## config.mk

```make
export PLATFORM = sky130hd
export DESIGN_NAME = ssc_div
export DESIGN_NICKNAME = d
export VERILOG_FILES = /design/src/design/ssc_div.sv
export SDC_FILE = /design/constraint.sdc
export NUM_CORES = 1
export LEC_CHECK = 0
export ABC_AREA = 0
export BUFFER_PORTS_ARGS = -buffer_cell sky130_fd_sc_hd__buf_2
export CAP_MARGIN = 20
export CORE_MARGIN = 4
export CORE_UTILIZATION = 45
export DETAILED_ROUTE_END_ITERATION = 16
export MAX_ROUTING_LAYER = met4
export PLACE_DENSITY = 0.71
export SLEW_MARGIN = 40
export SYNTH_ARGS = -nofsm -noshare
export SYNTH_HDL_FRONTEND = slang
export SYNTH_SLANG_ARGS = --single-unit
```

## constraint.sdc

```tcl
create_clock -name clk -period 3.07 [get_ports clk]
set_input_delay 0.614 -clock clk [delete_from_list [all_inputs] [get_ports clk]]
set_output_delay 0.614 -clock clk [all_outputs]
set_load 0.005 [all_outputs]
```

## src/design/ssc_div.sv

```systemverilog
// ----------------------------------------------------------------------------
// ssc_div
// Pipelined restoring divider, one quotient bit per stage, result clamped
// to [0, one].
// ----------------------------------------------------------------------------
module ssc_div
  #(
    parameter int W      = 16,
    parameter int QB     = 12,
    parameter int SIDE_W = 1
  )
  (
    input  logic                clk,
    input  logic                rst,
    input  logic                in_valid,
    input  logic signed [W-1:0] num,
    input  logic signed [W-1:0] den,
    input  logic [SIDE_W-1:0]   side_in,
    output logic                out_valid,
    output logic [QB:0]         quot,
    output logic [SIDE_W-1:0]   side_out
  );

  logic [QB:0]        v;
  logic [QB:0]        fz;
  logic [QB:0]        fo;
  logic [W-1:0]       rem  [QB+1];
  logic [W-1:0]       dn   [QB+1];
  logic [QB-1:0]      qq   [QB+1];
  logic [SIDE_W-1:0]  sd   [QB+1];
  logic [W+1:0]       trial [QB+1];

  always_ff @(posedge clk) begin
    if (rst) begin
      v <= '0;
    end else begin
      v <= {v[QB-1:0], in_valid};
    end
  end

  always_comb begin
    trial[0] = '0;
    for (int k = 1; k <= QB; k++) begin
      trial[k] = {1'b0, rem[k-1], 1'b0} - {2'b00, dn[k-1]};
    end
  end

  always_ff @(posedge clk) begin
    rem[0] <= num;
    dn[0]  <= den;
    qq[0]  <= '0;
    sd[0]  <= side_in;
    fz[0]  <= num[W-1] | (num == '0);
    fo[0]  <= !num[W-1] && (num >= den);
    for (int k = 1; k <= QB; k++) begin
      dn[k] <= dn[k-1];
      sd[k] <= sd[k-1];
      fz[k] <= fz[k-1];
      fo[k] <= fo[k-1];
      if (!trial[k][W+1]) begin
        rem[k] <= trial[k][W-1:0];
        qq[k]  <= {qq[k-1][QB-2:0], 1'b1};
      end else begin
        rem[k] <= {rem[k-1][W-2:0], 1'b0};
        qq[k]  <= {qq[k-1][QB-2:0], 1'b0};
      end
    end
  end

  always_comb begin
    out_valid = v[QB];
    side_out  = sd[QB];
    if (fz[QB]) begin
      quot = '0;
    end else if (fo[QB]) begin
      quot = (QB+1)'(1) << QB;
    end else begin
      quot = {1'b0, qq[QB]};
    end
  end

endmodule

```

## Word-level counts from Yosys, hierarchy flattened

Memory sizes are Yosys's and may differ from the RTL's.
Index checks and enable logic that the tools add are counted.

| storage, ports and cells | value |
|---|---|
| flip-flop bits (word level) | 39 |
| bits in writable memories | 585 |
| bits of input ports | 36 |
| logic and storage cells | 98 |
| memories kept | 4 |

Memory list:

| memory | depth | width | rd ports | clocked after memory_dff | wr ports | RTL line | RTL |
|---|---|---|---|---|---|---|---|
| dn | 13 | 16 | 12 | 0 | 13 | 28 | `logic [W-1:0] dn [QB+1];` |
| rem | 13 | 16 | 12 | 0 | 13 | 27 | `logic [W-1:0] rem [QB+1];` |
| qq | 13 | 12 | 13 | 0 | 13 | 29 | `logic [QB-1:0] qq [QB+1];` |
| sd | 13 | 1 | 13 | 0 | 13 | 30 | `logic [SIDE_W-1:0] sd [QB+1];` |

| operators by class | value |
|---|---|
| add/subtract/negate cells | 12 |
| $lt $le $gt $ge | 1 |
| muxes and demuxes | 50 |
| bitwise gates (word level) | 25 |
| reduce and logical (&&, ||, !) cells | 3 |

Operators with widths:

| kind | count |
|---|---|
| 17-bit by 16-bit subtractor with 18-bit output | 12 |
| 16-bit 2-to-1 mux | 12 |
| 12-bit 2-to-1 mux | 12 |
| 13-bit 2-to-1 mux | 2 |
| 1-bit bitwise OR | 25 |
| 1-bit 2-to-1 mux | 24 |
| 16-bit >= comparator | 1 |
| 16-bit zero test | 1 |
| 1-bit logical AND | 1 |
| 1-bit zero test | 1 |

## Longest topological paths before layout

Gate-level depths: netlist of the first run.
An unclocked memory read counts as a cell.

| depth | value |
|---|---|
| word-level depth | 4 |
| depth in mapped cells | 13 |
| mapped depth without buffers | 10 |

## Worst setup path before layout of the first run

No wires, ideal clock.

| timing | value |
|---|---|
| path kind | reg2reg |
| start point | memory dn[9][1] |
| end point | memory rem[10][9], in the netlist rem[1][41] |
| setup time | 0.121 ns |
| arrival | 2.492 ns |
| data required time | 2.949 ns |
| path slack | 0.456 ns |
| stages on the path, launching flop included | 12 |
| path buffers | 2 |
| period minus slack after synthesis | 2.614 ns |
| cell sequence | dfxtp_1 inv_1 ha_1 nor2b_1 o31ai_1 a211oi_1 o41a_1 a22o_1 nand2b_4 buf_6 buf_8 mux2_4 |

RTL lines:

| what | RTL line |
|---|---|
| start: declaration | 28 |
| end: declaration | 27 |

==> results.ini, run 1 <==
[routing]
route.detailed.wl_per_inst_um = 15.3
wl_um = 44900
dr.max_layer_used = met4
wl_met2_um = 23600
drtIter0Drc = 726
drt_first_pass_iters = 5
wl_met3_um = 1490
drc = 0
wl_met1_um = 18300
via_per_inst = 5.25
via_count = 15400
antenna_left = 0

[final_layout]
area_delta_synth_final_pct = 13.1
fin_area_um2 = 24900
antenna_cells = 0
final_util_pct = 51.8
n_fill_cell = 4248
nNetsFinal = 2519
drive_above_1_share_pct = 12.2

[global_routing]
overflow = 0
grt_pass1_vias = 15700
grt_max_degree = 26
grt_pass1_wl_um = 74600
grt_use_total_pct = 17.4
antenna_found_initial = 0

[timing]
finalHoldViolCount = 0
clock.fmax_ghz = 0.345
min_period_over_period_pct = 94.4
timing.final.ws_setup_ns = 0.171
setup_violations = 0
tightestPinTransition_ns = 0.521
rsz0062_at_grt = no
slew_headroom_pct = 64.3
finalSetupTns_ns = 0
fin_crit_ns = 2.90
hold_ws_ns = 0.120
drv_slew = 0
skew_ns = 0.0254

[cts]
cts.sinks = 514
root_buffer = clkbuf_16
cts_tree = yes
post_cts_buffers = 0
cts_inserted_buffers = 51
cts.reportedPaths.clkPinSlew_ns = 0.06
cts_htree_levels = 2
cts-hold-fix-buffers = 0
cts_resized = 0
insertion_delay_ns = 0.61
clockBufferDepth = 3

[power]
power.leakage_nw = 11.5
power.density_nw_per_um2 = 1120
ir_drop_v = 0.000455

[worst_setup_path]
cp.arrival_ns = 3.38
path_max_fanout = 15
worst_ep_required_time_ns = 3.55
cp-end-kind = register
crit_chain = inv_1, ha_1, nor2b_1, o21a_1, o21ai_0, a211oi_1, o41a_1, a31oi_1, inv_2, mux2_2
crit_type = reg -> reg
cpPeakStageDelay_ns = 0.42
critPathTopFamily = compound AO/OA/AOI/OAI gates
cpMaxStageDelayCell = a31oi_1
critPathLaunchType = register
critical_path_buf_inv_count = 2

[floorplan]
die-height_um = 229
die_area_um2 = 52500
die_w_um = 229
coreArea_um2 = 48000
initial_core_util_pct = 45.8
ioPinCount = 51
rows = 80

[logic_synthesis]
postSynthCellCount = 2190
synth_cell_types = 76
ys_ff_latch = 514
yosysWarnings = 0
synth_enable_flop_cells = 0
synth_top_flop_cell = dfxtp_1
async_flop_share_pct = 0
synth_area_um2 = 22000
syn-num-nets = 2433
ys_seq_area_share_pct = 46.8
syn_area_per_cell_um2 = 10.0

[status]
status = finished clean

[placed_design]
io_buffer_count = 50
dp_slack_ns = 0.141
dp_hpwl_um = 34500
post_dp_cell_area_um2 = 23100
gp_congestion = 0.877

[min_path]
worst_hold_path_type = in -> reg

[run]
drv_cap = 0

[layout make-up]
| class | instances | area, um2 | area share (%) |
|---|---|---|---|
| clock buffers | 73 | 1460 | 5.86 |
| repair buffers | 75 | 500 | 2.01 |
| flip-flops and latches | 514 | 10300 | 41.4 |
| inverters | 254 | 953 | 3.83 |
| clock inverters | 20 | 350 | 1.41 |
| multi-input cells | 1380 | 10600 | 42.4 |
| well taps | 615 | 769 | 3.09 |
[sequential cells by signal (all words and copies together), names as in the netlist]
register	count
v	13
qq	78
fz	13
dn	192
fo	13
sd	13
rem	192
[cell usage after synthesis, types with 6 or more instances]
library cell / number / area share, %
ha_1: 196 / 11
a41o_1: 6 / 0.27
nor2b_1: 64 / 1.8
o31ai_1: 13 / 0.44
a21oi_1: 131 / 3.0
inv_1: 252 / 4.3
nor2_1: 99 / 1.7
nand3_1: 26 / 0.59
o21ai_1: 6 / 0.14
and2_1: 28 / 0.80
nor3_1: 26 / 0.59
xnor2_1: 70 / 2.8
nand2b_1: 16 / 0.45
nand4_1: 23 / 0.65
nor3b_1: 6 / 0.20
mux2_2: 97 / 5.0
dfxtp_1: 514 / 47
mux2i_1: 10 / 0.45
fa_1: 11 / 1.0
o21ai_0: 96 / 2.2
nor4_1: 11 / 0.31
or3_1: 10 / 0.28
clkbuf_1: 29 / 0.49
a211o_1: 11 / 0.44
nand2_1: 107 / 1.8
a21boi_0: 9 / 0.31
a211oi_1: 22 / 0.75
mux2_4: 6 / 0.41
a31oi_1: 10 / 0.28
o2111ai_1: 10 / 0.40
o21a_1: 43 / 1.5
xor2_1: 42 / 1.7
and3_1: 11 / 0.31
a21o_1: 72 / 2.5
o211ai_1: 17 / 0.58
o41ai_1: 7 / 0.28
[metrics by stage]
step | std cells | power (W)
global placement | 2838 | 0.0210
finish | 2931 | 0.0279
CTS | 2931 | 0.0281
global route | 2931 | 0.0299
detailed placement | 2838 | 0.0213
floorplan | 2190 | 0.0186
[cell families (layout without fill, tap and decap cells)]
family | count (synthesis) | count (layout) | share of synthesized area, %
DFF | 514 | 514 | 46.8
AOI/OAI and AO/OA | 506 | 506 | 15.4
and+or+nand+nor | 442 | 442 | 10.1
buffers and inverters | 296 | 422 | 5.28
adders and majority gates | 207 | 207 | 12.1
muxes | 113 | 113 | 5.83
xor gates and xnor gates | 112 | 112 | 4.46
[power by group]
group	internal [W]	switching, W
Combinational	0.00578	0.00614
Sequential	0.00855	0.000876
Clock	0.00393	0.00260
Total	0.0183	0.00961
[path summary, 6_finish.rpt]
path                  start    endpoint  slack [ns]  cells after the start
hold reg to reg   qq[1][15]   qq[1][28]        0.32                      0
hold / removal      den[13]   dn[0][13]        0.12                      1
setup / recovery   dn[0][1]  rem[0][19]        0.17                     10
setup reg to reg   dn[0][1]  rem[0][19]        0.17                     10
[layout by cell type, fill, tap and decap left out, drive strengths merged, types with 43 or more instances in the layout]
cell type and instances:
mux2 103, dfxtp 514, nor2b 64, inv 254, o21a 43, xnor2 70, o21ai 102, a21oi 131
ha 196, clkbuf 73, a21o 72, nor2 99, buf 75, nand2 107
[layer usage]
metal,global-route usage [%],vias to the layer above
li1,-,7752
met1,18.5,7271
met2,32.1,267
met3,2.55,105
met4,7.21,0
met5,-,-
No activity file was read; power rests on OpenSTA's default activity.
==> run 2, diff against run 1 <==
--- a/config.mk
+++ b/config.mk
@@ -5,14 +5,14 @@
 export SDC_FILE = /design/constraint.sdc
 export NUM_CORES = 1
 export LEC_CHECK = 0
-export ABC_AREA = 0
+export ABC_AREA = 1
 export BUFFER_PORTS_ARGS = -buffer_cell sky130_fd_sc_hd__buf_2
 export CAP_MARGIN = 20
 export CORE_MARGIN = 4
 export CORE_UTILIZATION = 45
 export DETAILED_ROUTE_END_ITERATION = 16
 export MAX_ROUTING_LAYER = met4
-export PLACE_DENSITY = 0.71
+export PLACE_DENSITY = 0.7
 export SLEW_MARGIN = 40
 export SYNTH_ARGS = -nofsm -noshare
 export SYNTH_HDL_FRONTEND = slang
==> run 2 against run 1 <==
Core utilization down 0.68 points. Die area up 5.2%. Combinational power barely moved. First-iteration DRC count rose by 42%. Synthesized area grew 5.4%. Critical path type is now reg -> out. Final area increased by 3.9%. Global-route usage is 1.0 points higher.
==> results.ini, run 2 <==
[global_routing]
overflow = 0  ; unchanged
grt_pass1_vias = 17500  ; +11%
grt_use_total_pct = 18.4  ; +1.0 points
antenna_found_initial = 0  ; unchanged
grt_pass1_wl_um = 83400  ; +12%
grt_max_degree = 19  ; -27%

[worst_setup_path]
critPathTopFamily = buffers and inverters
cpPeakStageDelay_ns = 0.35  ; -0.07 ns
cp.arrival_ns = 1.79  ; -1.59 ns
path_max_fanout = 13  ; -2
worst_ep_required_time_ns = 2.46  ; -1.09 ns
critical_path_buf_inv_count = 2  ; unchanged
critPathLaunchType = register
crit_chain = inv_1, nand2_1, nor2_1, buf_2
cpMaxStageDelayCell = inv_1
crit_type = reg -> out
cp-end-kind = output port

[floorplan]
initial_core_util_pct = 45.8  ; +0.047 points
rows = 82  ; +2.5%
die_w_um = 235  ; +2.6%
die_area_um2 = 55200  ; +5.2%
coreArea_um2 = 50600  ; +5.3%
die-height_um = 235  ; +2.6%
ioPinCount = 51  ; unchanged

[placed_design]
gp_congestion = 0.929  ; +5.9%
io_buffer_count = 50  ; unchanged
dp_hpwl_um = 39300  ; +14%
post_dp_cell_area_um2 = 24000  ; +4.1%

[min_path]
worst_hold_path_type = in -> reg

[cts]
cts_tree = yes
cts_htree_levels = 2  ; unchanged
clockBufferDepth = 3  ; unchanged
post_cts_buffers = 0  ; unchanged
root_buffer = clkbuf_16
insertion_delay_ns = 0.62  ; about the same
cts-hold-fix-buffers = 0  ; unchanged
cts.sinks = 514  ; unchanged
cts_resized = 0  ; unchanged
cts.reportedPaths.clkPinSlew_ns = 0.07  ; about the same
cts_inserted_buffers = 53  ; +3.9%

[routing]
antenna_left = 0  ; unchanged
wl_um = 50000  ; +11%
via_count = 18000  ; +17%
via_per_inst = 4.78  ; -8.9%
drtIter0Drc = 1031  ; +42%
route.detailed.wl_per_inst_um = 13.3  ; -13%
drc = 0  ; unchanged
drt_first_pass_iters = 5  ; unchanged

[timing]
hold_ws_ns = 0.119  ; -0.00135 ns
skew_ns = 0.0419  ; +0.0165 ns
fin_crit_ns = 2.40  ; -0.496 ns
finalSetupTns_ns = 0  ; unchanged
tightestPinTransition_ns = 0.753  ; +0.232 ns
clock.fmax_ghz = 0.416  ; +21%
drv_slew = 0  ; unchanged
slew_headroom_pct = 49.3  ; -15 points
finalHoldViolCount = 0  ; unchanged
rsz0062_at_grt = no
setup_violations = 0  ; unchanged
min_period_over_period_pct = 78.3  ; -16 points

[logic_synthesis]
synth_enable_flop_cells = 0  ; unchanged
synth_cell_types = 35  ; -54%
synth_top_cell_by_area = dfxtp_1
yosysWarnings = 0  ; unchanged
synth_area_um2 = 23200  ; +5.4%
ys_ff_latch = 514  ; unchanged
syn_area_per_cell_um2 = 7.81  ; -22%
synth_top_flop_cell = dfxtp_1
ys_seq_area_share_pct = 44.4  ; -2.4 points
yosysMostFrequentCell = nand2_1
async_flop_share_pct = 0  ; unchanged
syn-num-nets = 3212  ; +32%
postSynthCellCount = 2969  ; +36%
yosys-top-cells-area = dfxtp_1, nand2_1, ha_1
yosysTopAreaCellShare_pct = 44.4  ; -2.4 points
synth_commonest_cells = nand2_1, dfxtp_1, inv_1

[final_layout]
area_delta_synth_final_pct = 11.5
fin_area_um2 = 25900  ; +3.9%
nNetsFinal = 3292  ; +31%
reg_top3 = dn: 192 flops, rem: 192 flops, qq: 78 flops
n_fill_cell = 4811  ; +13%
final_cell_mix = nand2_1, dfxtp_1, inv_1
final_common_cell = nand2_1
drive_above_1_share_pct = 7.34  ; -4.9 points
antenna_cells = 0  ; unchanged

[power]
ir_drop_v = 0.000432  ; -5.1%
power.leakage_nw = 13.4  ; +16%
p_total_w = 0.0279  ; about the same
power.density_nw_per_um2 = 1080  ; -3.8%

[status]
status = finished clean

[run]
drv_cap = 0  ; unchanged

-- run 2: cell types whose count changed in the layout (fill, tap and decap cells not counted), sizes merged, moves of 64 or more --
cell	change
a21o	-70
nor2b	-64
nand2	+856
nand3	+137
inv	+171
nor2	+113
mux2	-103
-- run 2: area by class of cell --
cell class | count | area, um2 | share of cell area, %
Multi-Input combinational cell | 2007 | 11000 | 42.7
Sequential cell | 514 | 10300 | 39.8
Inverter | 423 | 1620 | 6.25
Clock buffer | 64 | 1450 | 5.60
Tap cell | 672 | 841 | 3.25
Clock inverter | 33 | 383 | 1.48
Timing Repair Buffer | 50 | 250 | 0.968
-- run 2: final timing paths --
path	from	endpoint	slack, ns	cells after the start
worst max-delay path	fo[12]	quot[6]	0.67	4
worst min-delay path	den[9]	dn[0][9]	0.12	1
worst max register to register	rem[0][32]	rem[0][62]	0.87	10
worst min register to register	qq[0][60]	qq[0][73]	0.32	0
-- run 2: through the flow --
step	cells	util [%]	setup WS, ns
2_1_floorplan	2969	-	1.34
3_3_place_gp	3666	47.5	0.875
3_5_place_dp	3666	47.5	0.882
4_1_cts	3763	51.1	0.636
5_1_grt	3763	51.1	0.500
6_report	3763	51.1	0.666
-- run 2: metal layers --
metal / GRT usage (%) / wire length [um] / vias up
met4: 6.52 / 1650 / 0
met3: 2.98 / 2030 / 125
li1: - / - / 9525
met5: - / 0 / -
met2: 32.3 / 24600 / 323
met1: 21.3 / 21800 / 8027
-- run 2: worst reg2reg max path: cells and delay by family, from the launching register on --
family                   cells  cell delay (ns)
flip-flops                   1             0.34
AO/OA/AOI/OAI                1             0.59
buffers and inverters        1             0.07
AND/OR/NAND/NOR              7             0.63
adder cells (fa/ha/maj)      1             0.46
-- run 2: cell families (layout without fill, tap and decap cells) --
| family | after synthesis | in the layout | synth area share (%) |
|---|---|---|---|
| buffers and inverters | 448 | 570 | 8.08 |
| xor gates and xnor gates | 84 | 84 | 3.17 |
| and+or+nand+nor | 1456 | 1456 | 27.1 |
| adders and majority gates | 207 | 207 | 11.5 |
| DFF | 514 | 514 | 44.4 |
| AOI/OAI and AO/OA | 260 | 260 | 5.74 |
-- run 2: where the power goes --
| group | switching [W] | internal [W] |
|---|---|---|
| combinational | 0.00762 | 0.00419 |
| clock | 0.00277 | 0.00375 |
| sequential | 0.000991 | 0.00853 |
| total | 0.0114 | 0.0165 |
==> run 3, diff against run 2 <==
--- a/config.mk
+++ b/config.mk
@@ -12,7 +12,7 @@
 export CORE_UTILIZATION = 45
 export DETAILED_ROUTE_END_ITERATION = 16
 export MAX_ROUTING_LAYER = met4
-export PLACE_DENSITY = 0.7
+export PLACE_DENSITY = 0.73
 export SLEW_MARGIN = 40
 export SYNTH_ARGS = -nofsm -noshare
 export SYNTH_HDL_FRONTEND = slang
==> constraint.sdc (replaced) <==
create_clock -name clk -period 2 [get_ports clk]
set_input_delay 0.4 -clock clk [delete_from_list [all_inputs] [get_ports clk]]
set_output_delay 0.4 -clock clk [all_outputs]
set_load 0.005 [all_outputs]
==> run 3 against run 2 <==
Combinational power rose by 81%. Wire length rose by 9.9%. Setup slack got worse by 0.61 ns. Register-to-register slack got worse by 0.81 ns. Sequential share of layout area fell by 3.4 points. Non-clock buffer count rose by 202. Clock power rose by 65%. First-iteration DRC count rose by 3.4%. Sequential power rose by 57%. Critical path type is now reg -> reg. Critical endpoint is now qq[0][36]. Highest routed layer unchanged.
==> results.ini, run 3 (same netlist as run 2, synthesis figures left out) <==
[worst_setup_path]
cpMaxStageDelayCell = dfxtp_1
cp-end-kind = register
worst_ep_required_time_ns = 2.49  ; +0.03 ns
critPathLaunchType = register
cpPeakStageDelay_ns = 0.39  ; +0.04 ns
crit_chain = inv_1, ha_1, a21oi_2, o21ai_0, a21oi_2, nand2_8, buf_4, buf_4
crit_type = reg -> reg
reg2reg_slack_ns = 0.06  ; -0.81 ns
cp.arrival_ns = 2.43  ; +0.64 ns
rr_startpoint = dn[2][14]
timing.rr.end = qq[0][36]
path_max_fanout = 10  ; -3
ff2ff_path_depth = 8  ; -2

[floorplan]
die-height_um = 235  ; unchanged
coreArea_um2 = 50600  ; unchanged
die_area_um2 = 55200  ; unchanged
initial_core_util_pct = 45.8  ; unchanged
ioPinCount = 51  ; unchanged
rows = 82  ; unchanged
die_w_um = 235  ; unchanged

[placed_design]
io_buffer_count = 50  ; unchanged
dp_hpwl_um = 40700  ; +3.5%
gp_congestion = 0.944  ; +1.7%
dp_slack_ns = -0.0293  ; -0.911 ns

[min_path]
worst_hold_path_type = in -> reg
min-delay-start = rst
worstHoldPathCells = 2  ; +1
whs_endpoint = v[6]

[power]
power.density_nw_per_um2 = 1660  ; +54%
p_total_w = 0.0470  ; +69%
ir_drop_v = 0.000709  ; +64%
power.leakage_nw = 14.6  ; +8.7%

[timing]
finalSetupTns_ns = 0  ; unchanged
setup_violations = 0  ; unchanged
slew_headroom_pct = 62.9  ; +14 points
fin_crit_ns = 1.94
clock.fmax_ghz = 0.516
finalHoldViolCount = 0  ; unchanged
tightestPinTransition_ns = 0.551  ; -0.202 ns
skew_ns = 0.0327  ; -0.00916 ns
drv_slew = 0  ; unchanged
timing.final.ws_setup_ns = 0.0602  ; -0.606 ns
min_period_over_period_pct = 97.0

[cts]
cts_tree = yes
clockBufferDepth = 3  ; unchanged
cts.reportedPaths.clkPinSlew_ns = 0.06  ; about the same
cts_htree_levels = 2  ; unchanged
cts.sinks = 514  ; unchanged
root_buffer = clkbuf_16
insertion_delay_ns = 0.61  ; about the same
cts_inserted_buffers = 53  ; unchanged

[routing]
route.detailed.wl_per_inst_um = 13.8  ; +4.0%
drtIter0Drc = 1066  ; +3.4%
via_per_inst = 4.87  ; +1.7%
drc = 0  ; unchanged
via_count = 19300  ; +7.4%
drt_first_pass_iters = 8  ; +3
wl_um = 55000  ; +9.9%
antenna_left = 0  ; unchanged

[final_layout]
reg_top3 = dn: 192 flops, rem: 192 flops, qq: 78 flops
final_cell_mix = nand2_1, dfxtp_1, inv_1
nNetsFinal = 3501  ; +6.3%
final_common_cell = nand2_1
n_fill_cell = 4479  ; -6.9%
drive_above_1_share_pct = 14.6  ; +7.3 points
area_delta_synth_final_pct = 22.0

[global_routing]
grt_max_degree = 19  ; unchanged
grt_pass1_wl_um = 87100  ; +4.5%
antenna_found_initial = 1  ; +1
grt_pass1_vias = 18700  ; +6.7%
overflow = 0  ; unchanged
grt_use_total_pct = 19.2  ; +0.82 points

[run]
drv_cap = 0  ; unchanged

[status]
status = finished clean

[run 3: cell types whose count changed in the layout (fill, tap and decap cells not counted), moves of 17 or more]
cell,before,now
ha_1,196,177
buf_4,0,163
o21ai_0,85,68
a21oi_2,3,29
a21oi_1,163,135
ha_4,0,17
dlygate4sd3_1,0,34
[run 3: how the worst max path moves through the flow]
stage,slack [ns],startpoint,end
finish,0.06,dn[2][14],qq[0][36]
global route,-0.05,dn[2][2],rem[0][57]
CTS,0.006,dn[6][2],rem[0][127]
detailed placement,-0.03,dn[3][10],rem[0][73]
global placement,-0.02,dn[3][10],rem[0][73]
floorplan,0.27,rem[0][80],rem[0][110]
[run 3: cell type report]
cell class                      instances  area (um2)  share of cell area (%)
Multi-Input combinational cell       2013       11600                    41.0
Timing Repair inverter                  1        8.76                  0.0310
Antenna cell                            1        2.50                 0.00884
Tap cell                              672         841                    2.97
Clock buffer                           67        1480                    5.23
Sequential cell                       514       10300                    36.4
Inverter                              423        1660                    5.87
Timing Repair Buffer                  252        1910                    6.73
Clock inverter                         31         490                    1.73
[run 3: report_power, final]
group          internal [W]  switching [W]  total, W
registers            0.0131        0.00177    0.0149
logic               0.00872         0.0126    0.0213
clock network       0.00659        0.00419    0.0108
[run 3: stage by stage]
| step | util, % | instances | hold slack [ns] | cell area (um2) |
|---|---|---|---|---|
| after floorplan | - | 2969 | 0.310 | 23200 |
| after global placement | 49.6 | 3802 | 0.310 | 25100 |
| after detailed placement | 49.6 | 3802 | 0.312 | 25100 |
| after CTS | 54.2 | 3934 | 0.0984 | 27400 |
| after global routing | 55.9 | 3974 | 0.117 | 28300 |
| final | 55.9 | 3974 | 0.121 | 28300 |
[run 3: metal layers]
metal,wire length (um),part of all wire [%],vias to the layer above,global-route usage (%)
li1,-,-,9958,-
met1,23200,42,8770,21.7
met2,27600,50,446,34.4
met3,2110,3.8,162,2.98
met4,2030,3.7,0,7.23
met5,0,0,-,-
[run 3: critical path: cells and delay by family, from the launching register on]
family | cells | cell delay (ns)
AOI/OAI and AO/OA | 3 | 0.56
buffers and inverters | 3 | 0.41
DFF | 1 | 0.39
adders and majority gates | 1 | 0.33
and+or+nand+nor | 1 | 0.14
[run 3: repair_timing]
action                                 in CTS  in global routing
setup endpoints to repair                  30                181
gates cloned                                0                  7
setup buffers                               0                 32
endpoints found under the hold margin      34                  0
pin swaps                                   0                 30
hold buffers                               34                  0
resized for setup                           8                133
